<file path="src/rtl/mdfc_pkg.sv">
// Package for the dock link frame codec: item types, field widths and codes.
// No dependencies; used by every other file of the block.
package mdfc_pkg;

  // Field widths
  localparam int unsigned RegIdW    = 3;
  localparam int unsigned ByteW     = 8;
  localparam int unsigned RespLineW = 20;
  localparam int unsigned LineW     = 32;
  localparam int unsigned CountW    = 6;
  localparam int unsigned WordW     = 16;

  // Action codes
  localparam logic ACT_ENCODE = 1'b0;
  localparam logic ACT_CHECK  = 1'b1;

  // Status codes
  localparam logic STATUS_OK  = 1'b0;
  localparam logic STATUS_BAD = 1'b1;

  // Line bit counts of the two command lengths
  localparam logic [CountW-1:0] LINE_CNT_WR   = 6'd32;
  localparam logic [CountW-1:0] LINE_CNT_RD   = 6'd16;
  localparam logic [CountW-1:0] LINE_CNT_NONE = 6'd0;

  typedef struct packed {
    logic                 action;
    logic [RegIdW-1:0]    reg_id;
    logic                 is_write;
    logic [ByteW-1:0]     write_data;
    logic [RespLineW-1:0] resp_line_bits;
    logic                 resp_timing_error;
  } in_item_t;

  typedef struct packed {
    logic [LineW-1:0]  line_bits;
    logic [CountW-1:0] line_bit_count;
    logic [ByteW-1:0]  resp_data;
    logic              status;
  } out_item_t;

endpackage

</file>
<file path="src/rtl/mdfc_if.sv">
// Valid/ready channel interfaces for the dock link frame codec.
// Depends on mdfc_pkg for field widths.
interface mdfc_in_if;
  logic                           valid;
  logic                           ready;
  logic                           action;
  logic [mdfc_pkg::RegIdW-1:0]    reg_id;
  logic                           is_write;
  logic [mdfc_pkg::ByteW-1:0]     write_data;
  logic [mdfc_pkg::RespLineW-1:0] resp_line_bits;
  logic                           resp_timing_error;

  modport source (
    output valid, action, reg_id, is_write, write_data, resp_line_bits,
           resp_timing_error,
    input  ready
  );
  modport sink (
    input  valid, action, reg_id, is_write, write_data, resp_line_bits,
           resp_timing_error,
    output ready
  );
endinterface

interface mdfc_out_if;
  logic                        valid;
  logic                        ready;
  logic [mdfc_pkg::LineW-1:0]  line_bits;
  logic [mdfc_pkg::CountW-1:0] line_bit_count;
  logic [mdfc_pkg::ByteW-1:0]  resp_data;
  logic                        status;

  modport source (
    output valid, line_bits, line_bit_count, resp_data, status,
    input  ready
  );
  modport sink (
    input  valid, line_bits, line_bit_count, resp_data, status,
    output ready
  );
endinterface

</file>
<file path="src/rtl/mdfc_core.sv">
// Combinational frame logic: MFM encode of a command, decode and check of a response.
// Depends on mdfc_pkg.
module mdfc_core (
  input  mdfc_pkg::in_item_t  item,
  output mdfc_pkg::out_item_t res
);
  import mdfc_pkg::*;

  // MFM encode of a 16-bit word: data k at line 2k+1, clock k at line 2k.
  // Clock bit is set when neither bit k nor bit k-1 is one.
  function automatic logic [LineW-1:0] mfm_enc(input logic [WordW-1:0] word,
                                               input logic below);
    logic [LineW-1:0] line;
    logic             prev;
    line = '0;
    for (int k = 0; k < WordW; k++) begin
      prev = (k == 0) ? below : word[(k == 0) ? 0 : k-1];
      line[2*k+1] = word[k];
      line[2*k]   = ~word[k] & ~prev;
    end
    return line;
  endfunction

  logic [WordW-1:0] cmd_word;
  logic [LineW-1:0] cmd_line;
  logic [9:0]       rsp_data;
  logic [LineW-1:0] rsp_line;
  logic             rsp_match;
  logic             rsp_stop;
  logic             rsp_ok;

  // Command word assembly
  always_comb begin
    cmd_word        = '0;
    cmd_word[1:0]   = 2'b11;
    cmd_word[2]     = item.is_write;
    cmd_word[5:3]   = item.reg_id;
    if (item.is_write) begin
      cmd_word[13:6] = item.write_data;
      cmd_word[14]   = 1'b1;
    end else begin
      cmd_word[6]    = 1'b1;
    end
  end

  assign cmd_line = mfm_enc(cmd_word, 1'b0);

  // Response: pick data bits off the odd line positions
  always_comb begin
    for (int k = 0; k < 10; k++) begin
      rsp_data[k] = item.resp_line_bits[2*k+1];
    end
  end

  // Re-encode with a one below bit 0; only the used line bits are compared
  assign rsp_line  = mfm_enc({6'd0, rsp_data}, 1'b1);
  assign rsp_match = item.is_write ? (rsp_line[5:0] == item.resp_line_bits[5:0])
                                   : (rsp_line[19:0] == item.resp_line_bits);
  assign rsp_stop  = item.is_write ? rsp_data[1] : rsp_data[8];
  assign rsp_ok    = rsp_match & rsp_stop & ~item.resp_timing_error;

  // Result selection
  always_comb begin
    res = '0;
    if (item.action == ACT_ENCODE) begin
      if (item.is_write) begin
        res.line_bits      = cmd_line;
        res.line_bit_count = LINE_CNT_WR;
      end else begin
        res.line_bits      = {16'd0, cmd_line[15:0]};
        res.line_bit_count = LINE_CNT_RD;
      end
      res.status = STATUS_OK;
    end else if (rsp_ok) begin
      res.line_bit_count = LINE_CNT_NONE;
      res.resp_data      = item.is_write ? {7'd0, rsp_data[0]} : rsp_data[7:0];
      res.status         = STATUS_OK;
    end else begin
      res.status         = STATUS_BAD;
    end
  end

endmodule

</file>
<file path="src/rtl/mfm_dock_frame_codec.sv">
// Top level of the dock link frame codec: input register, frame logic, result register.
// Depends on mdfc_pkg, mdfc_if and mdfc_core.
//
// Each transfer on in_ch either MFM-encodes a command frame (action 0) or
// decodes and checks a received response (action 1), giving exactly one
// transfer on out_ch. The block holds no state between items. An item is
// held in the input register while the encode/check logic works on it and then
// sits in the result register, from which its result is offered on out_ch. One
// item can be taken every cycle while out_ch is not stalled; the rate is set by
// the single register-to-register pass through the encode/check logic. A stall
// on out_ch fills both registers and then drops in_ch.ready combinationally.
module mfm_dock_frame_codec (
  input  logic         clk,
  input  logic         rst_n,
  mdfc_in_if.sink      in_ch,
  mdfc_out_if.source   out_ch
);
  import mdfc_pkg::*;

  in_item_t  in_item;
  in_item_t  s1_item_r;
  logic      s1_valid_r;
  logic      s1_valid_nxt;
  out_item_t core_res;
  out_item_t s2_item_r;
  logic      s2_valid_r;
  logic      s2_valid_nxt;
  logic      s1_adv;
  logic      in_xfer;

  // Gather the input payload
  assign in_item.action            = in_ch.action;
  assign in_item.reg_id            = in_ch.reg_id;
  assign in_item.is_write          = in_ch.is_write;
  assign in_item.write_data        = in_ch.write_data;
  assign in_item.resp_line_bits    = in_ch.resp_line_bits;
  assign in_item.resp_timing_error = in_ch.resp_timing_error;

  // Pipeline flow control
  assign s1_adv       = ~s2_valid_r | out_ch.ready;
  assign in_ch.ready  = ~s1_valid_r | s1_adv;
  assign in_xfer      = in_ch.valid & in_ch.ready;
  assign s1_valid_nxt = in_xfer | (s1_valid_r & ~s1_adv);
  assign s2_valid_nxt = (s1_valid_r & s1_adv) | (s2_valid_r & ~out_ch.ready);

  // Valid bits
  always_ff @(posedge clk) begin
    if (!rst_n) begin
      s1_valid_r <= 1'b0;
      s2_valid_r <= 1'b0;
    end else begin
      s1_valid_r <= s1_valid_nxt;
      s2_valid_r <= s2_valid_nxt;
    end
  end

  // Payload registers
  always_ff @(posedge clk) begin
    if (in_xfer) begin
      s1_item_r <= in_item;
    end
    if (s1_valid_r && s1_adv) begin
      s2_item_r <= core_res;
    end
  end

  mdfc_core u_core (
    .item (s1_item_r),
    .res  (core_res)
  );

  // Result channel
  assign out_ch.valid          = s2_valid_r;
  assign out_ch.line_bits      = s2_item_r.line_bits;
  assign out_ch.line_bit_count = s2_item_r.line_bit_count;
  assign out_ch.resp_data      = s2_item_r.resp_data;
  assign out_ch.status         = s2_item_r.status;

  // A command result never carries response data or a bad status
  a_enc_clean: assert property (@(posedge clk) disable iff (!rst_n)
    s2_valid_r && s2_item_r.line_bit_count != LINE_CNT_NONE |->
      s2_item_r.status == STATUS_OK && s2_item_r.resp_data == '0)
    else $error("command result with response fields set");

  // A bad response returns no data and no line bits
  a_bad_clean: assert property (@(posedge clk) disable iff (!rst_n)
    s2_valid_r && s2_item_r.status == STATUS_BAD |->
      s2_item_r.resp_data == '0 && s2_item_r.line_bits == '0)
    else $error("bad response with payload");

  // Line bit count is one of the three legal values
  a_cnt_legal: assert property (@(posedge clk) disable iff (!rst_n)
    s2_valid_r |-> s2_item_r.line_bit_count == LINE_CNT_WR ||
                   s2_item_r.line_bit_count == LINE_CNT_RD ||
                   s2_item_r.line_bit_count == LINE_CNT_NONE)
    else $error("illegal line bit count");

  // Both stages full and stalled: no new transfer may be taken
  a_full_stall: assert property (@(posedge clk) disable iff (!rst_n)
    s1_valid_r && s2_valid_r && !out_ch.ready |-> !in_ch.ready)
    else $error("input taken while pipeline is full");

  // A held result stays in the result register
  a_s2_hold: assert property (@(posedge clk) disable iff (!rst_n)
    s2_valid_r && !out_ch.ready |=> s2_valid_r && $stable(s2_item_r))
    else $error("stalled result lost");

endmodule

</file>
<file path="src/flat_wrapper.sv">
// flat-port wrapper written by rule: the top's interface ports become plain ports
module mfm_dock_frame_codec_flat import mdfc_pkg::*;
  (clk, rst_n, in_ch_valid, in_ch_action, in_ch_reg_id, in_ch_is_write, in_ch_write_data, in_ch_resp_line_bits, in_ch_resp_timing_error, in_ch_ready, out_ch_valid, out_ch_line_bits, out_ch_line_bit_count, out_ch_resp_data, out_ch_status, out_ch_ready);
  mdfc_in_if in_ch_i ();
  mdfc_out_if out_ch_i ();
  input  logic clk;
  input  logic rst_n;
  input wire logic [$bits(in_ch_i.valid)-1:0] in_ch_valid;
  input wire logic [$bits(in_ch_i.action)-1:0] in_ch_action;
  input wire logic [$bits(in_ch_i.reg_id)-1:0] in_ch_reg_id;
  input wire logic [$bits(in_ch_i.is_write)-1:0] in_ch_is_write;
  input wire logic [$bits(in_ch_i.write_data)-1:0] in_ch_write_data;
  input wire logic [$bits(in_ch_i.resp_line_bits)-1:0] in_ch_resp_line_bits;
  input wire logic [$bits(in_ch_i.resp_timing_error)-1:0] in_ch_resp_timing_error;
  output wire logic [$bits(in_ch_i.ready)-1:0] in_ch_ready;
  output wire logic [$bits(out_ch_i.valid)-1:0] out_ch_valid;
  output wire logic [$bits(out_ch_i.line_bits)-1:0] out_ch_line_bits;
  output wire logic [$bits(out_ch_i.line_bit_count)-1:0] out_ch_line_bit_count;
  output wire logic [$bits(out_ch_i.resp_data)-1:0] out_ch_resp_data;
  output wire logic [$bits(out_ch_i.status)-1:0] out_ch_status;
  input wire logic [$bits(out_ch_i.ready)-1:0] out_ch_ready;
  assign in_ch_i.valid = in_ch_valid;
  assign in_ch_i.action = in_ch_action;
  assign in_ch_i.reg_id = in_ch_reg_id;
  assign in_ch_i.is_write = in_ch_is_write;
  assign in_ch_i.write_data = in_ch_write_data;
  assign in_ch_i.resp_line_bits = in_ch_resp_line_bits;
  assign in_ch_i.resp_timing_error = in_ch_resp_timing_error;
  assign in_ch_ready = in_ch_i.ready;
  assign out_ch_valid = out_ch_i.valid;
  assign out_ch_line_bits = out_ch_i.line_bits;
  assign out_ch_line_bit_count = out_ch_i.line_bit_count;
  assign out_ch_resp_data = out_ch_i.resp_data;
  assign out_ch_status = out_ch_i.status;
  assign out_ch_i.ready = out_ch_ready;
  mfm_dock_frame_codec u_core (.clk(clk), .rst_n(rst_n), .in_ch(in_ch_i), .out_ch(out_ch_i));
endmodule
</file>
<file path="config.mk">
export PLATFORM = sky130hd
export DESIGN_NAME = mfm_dock_frame_codec_flat
export DESIGN_NICKNAME = d
export VERILOG_FILES = /design/src/rtl/mdfc_pkg.sv /design/src/rtl/mdfc_if.sv /design/src/rtl/mdfc_core.sv /design/src/rtl/mfm_dock_frame_codec.sv /design/src/flat_wrapper.sv
export SDC_FILE = /design/constraint.sdc
export NUM_CORES = 1
export LEC_CHECK = 0
export BUFFER_PORTS_ARGS = -buffer_cell sky130_fd_sc_hd__buf_2
export CAP_MARGIN = 25
export CORE_ASPECT_RATIO = 1.4
export CORE_MARGIN = 2
export CORE_UTILIZATION = 40
export DETAILED_ROUTE_END_ITERATION = 7
export PLACE_DENSITY_LB_ADDON = 0.12
export SKIP_CTS_REPAIR_TIMING = 1
export SLEW_MARGIN = 20
export SYNTH_ARGS = -nofsm -noshare
export SYNTH_HDL_FRONTEND = slang
export SYNTH_SLANG_ARGS = --single-unit
</file>
<file path="constraint.sdc">
create_clock -name clk -period 5.38 [get_ports clk]
set_input_delay 0 -clock clk [delete_from_list [all_inputs] [get_ports clk]]
set_output_delay 0 -clock clk [all_outputs]
set_load 0.05 [all_outputs]
</file>
==> run_results.csv <==
group,metric,value,unit
status,outcome,"complete, no violations",
hold_path,min_path_type,"in2reg",
detailed_routing,via_per_inst,4.35,
clock_network,cts_buffers,9,
grt,antenna_found_initial,0,
layout,nNetsFinal,329,
grt,grt_pass1_wl,6530,microns
clock_network,clock_sinks,73,
worst_setup_path,slowest_stage,"edfxtp_1",
flow_run,drv_cap,0,
placement,gp_congestion,0.698,
worst_setup_path,critPathArrivalTime,2.09,ns
clock_network,clkSlewWorstSetupHoldPaths,0.07,ns
clock_network,htreeDepth,3,
layout,antennaDiodeCount,0,
grt,grt_overflow,0,
floorplanning,die_area,0.00769,sq mm
floorplanning,die_w,74.7,microns
sta,max_freq,528,MHz
synth,synth_cell_types,33,
detailed_routing,drt-total-wl,4770,microns
synth,synth_area_per_cell,16.7,sq um
placement,portBuffers,78,
pwr,leakage,1.50,nW
floorplanning,start_util,0.406,
hold_path,worst_hold_path.num_cells,3,
sta,hold_viol_final,0,
layout,areaGrowthSynthToFinish,36.2,%
worst_setup_path,cp_num_buf_inv,0,
floorplanning,die_y,103,microns
sta,fin_crit_sh,0.352,
sta,fin_worst_skew,0.00824,ns
worst_setup_path,crit_chain,"or3b_1, a221oi_2, a21oi_2, nor4_4, and3_1",
worst_setup_path,critPathRequiredTime,5.58,ns
worst_setup_path,worst_path_largest_cell_delay,0.44,ns
detailed_routing,num_vias,1699,
floorplanning,rows,36,
sta,finalCriticalPeriod,1.89,ns
sta,slew_headroom,0.346,
synth,ys_seq_elements,73,
detailed_routing,drt-initial-drc-count,70,
layout,post-route-cell-area,0.00381,sq mm
sta,setup_violations,0,
grt,grt_max_degree,38,
placement,dp.final_hpwl,3110,microns
hold_path,hold_start,"out_ch_ready",
clock_network,clock_path_buffers,2,
worst_setup_path,ff2ff_setup_slack,3.49,ns
synth,synth_area_leaders,"edfxtp_1 76%, buf_4 2.7%, nor3_1 2.7%",
synth,netlist_area,0.00280,sq mm
worst_setup_path,worstReg2RegStart,"u_core.s1_item_r[8]$_DFFE_PP_",
hold_path,hold_end,"u_core.out_ch.valid$_SDFF_PN0_",
sta,drv_slew,0,
sta,rsz0062_at_grt,"no",
synth,synth-seq-area-share,0.776,
pwr,p_per_area,320,mW/mm^2
worst_setup_path,end_kind,"register",
detailed_routing,routedWlPerCell,12.2,microns
synth,ys.warnings.count,0,
detailed_routing,post-route-drc-count,0,
clock_network,worstSkewPairLatency,0.33,ns
clock_network,cts_root_buf,"clkbuf_8",
floorplanning,io_pins,87,
detailed_routing,drtAntennaViolNets,0,
sta,tns,0,ns
worst_setup_path,r2r_cells,5,
worst_setup_path,worstSetupPathType,"reg2reg",
pwr,vdd_drop_max,0.177,mV
layout,drive_gt1_frac,0.338,
synth,synth_top_area_share,0.762,
worst_setup_path,r2r-end,"u_core.out_ch.resp_data[1]$_SDFFCE_PP0P_",
worst_setup_path,path_max_fanout,7,
placement,place_area,0.00327,sq mm
synth,synthCells,168,
sta,tightest_slew,0.979,ns
worst_setup_path,startpoint_type,"register",
synth,synth_top_area_cell,"edfxtp_1",
worst_setup_path,path_delay_family,"simple AND/OR/NAND/NOR gates",
clock_network,cts_tree,"built",
grt,grt_pass1_vias,1407,
floorplanning,fp.coreArea,0.00689,sq mm
grt,grt_usage,0.120,
detailed_routing,firstDrtPassIters,4,
## layout by cell type (no fill, tap or decap), types with 2 or more instances in the layout
cell type / netlist / final
o21bai_1: 3 / 3
a21oi_1: 4 / 4
buf_2: 1 / 78
clkbuf_8: 0 / 9
inv_2: 2 / 2
dfxtp_1: 2 / 2
and2_1: 8 / 8
nor2_1: 3 / 3
conb_1: 1 / 10
nor2b_1: 6 / 5
nand2b_1: 3 / 3
nand2_1: 3 / 3
nor3_1: 15 / 15
xnor2_1: 3 / 3
dlygate4sd3_1: 0 / 36
a221oi_2: 2 / 2
clkbuf_1: 1 / 3
clkinv_2: 0 / 2
and3_1: 8 / 8
inv_1: 5 / 5
or3b_1: 4 / 4
edfxtp_1: 71 / 71
## worst register-to-register path, stage by stage, from the launching register on
cell,delay [ns]
edfxtp_1,0.44
or3b_1,0.42
a221oi_2,0.27
a21oi_2,0.10
nor4_4,0.34
and3_1,0.20
## sequential cells by signal, summed over array words and instances (netlist names)
register and cells:
u_core.out_ch.line_bits 27, u_core.out_ch.line_bit_count 1, u_core.s1_valid_r 1, u_core.out_ch.resp_data 8, u_core.out_ch.valid 1, u_core.out_ch.status 1
u_core.s1_item_r 34
## area by class of cell
cell class	count	area, sq um
inverters	7	26.3
clock inverters	4	43.8
well taps	95	119
clock buffers	12	135
fillers	570	3080
flip-flops and latches	73	2170
multi-input cells	85	558
repair buffers	115	758
## stage by stage
step	power (mW)	util	hold WS, ns	setup WS (ns)	cells
floorplan	0.787	-	0.0989	2.57	177
global placement	0.818	0.475	0.177	3.53	339
detailed placement	0.819	0.475	0.178	3.50	339
CTS	1.22	0.501	-0.189	3.48	355
global route	1.27	0.553	0.0504	3.29	391
finish	1.22	0.553	0.0419	3.49	391
## layer usage
metal	up-vias	part of all wire	track usage
li1	859	-	-
met1	782	0.39	0.126
met2	52	0.54	0.205
met3	6	0.049	0.0430
met4	0	0.015	0.0701
met5	-	0	0
## Yosys cell counts, drive strengths merged
cell and n:
a211o 1, a211oi 1, a21oi 5, a221oi 3, and2 8, and3 8
buf 11, clkbuf 1, conb 1, dfxtp 2, edfxtp 71, inv 7
nand2 3, nand2b 3, nand3b 1, nor2 3, nor2b 6, nor3 16
nor4 2, o211a 1, o21a 1, o21bai 3, o22ai 1, o31ai 1
or3b 4, xnor2 3, xor2 1
## worst max path at each step
| stage | start | to | slack, ns | cells past startpoint |
|---|---|---|---|---|
| floorplan | u_core.out_ch.valid$_SDFF_PN0_ | u_core.out_ch.line_bit_count[4]$_SDFFCE_PP0P_ | 2.57 | 2 |
| global placement | u_core.s1_item_r[16]$_DFFE_PP_ | u_core.out_ch.status$_SDFFCE_PN0P_ | 3.53 | 5 |
| detailed placement | u_core.s1_item_r[10]$_DFFE_PP_ | u_core.out_ch.resp_data[7]$_SDFFCE_PP0P_ | 3.50 | 5 |
| CTS | u_core.s1_item_r[8]$_DFFE_PP_ | u_core.out_ch.resp_data[1]$_SDFFCE_PP0P_ | 3.48 | 5 |
| global route | u_core.s1_item_r[8]$_DFFE_PP_ | u_core.out_ch.resp_data[1]$_SDFFCE_PP0P_ | 3.29 | 5 |
| finish | u_core.s1_item_r[8]$_DFFE_PP_ | u_core.out_ch.resp_data[1]$_SDFFCE_PP0P_ | 3.49 | 5 |
## report_power, final
group | total, mW | switching (mW) | internal, mW | leakage (nW)
combinational | 0.150 | 0.100 | 0.0492 | 0.719
clock | 0.395 | 0.183 | 0.212 | 0.0918
sequential | 0.676 | 0.0172 | 0.658 | 0.689
## cells by family after synthesis
family          share of synthesized area
compound gates                     0.0492
xor+xnor                           0.0125
buf+inv                            0.0393
flops                               0.776
other cells                       0.00134
simple gates                        0.122
(Power assumes the default switching activity.)
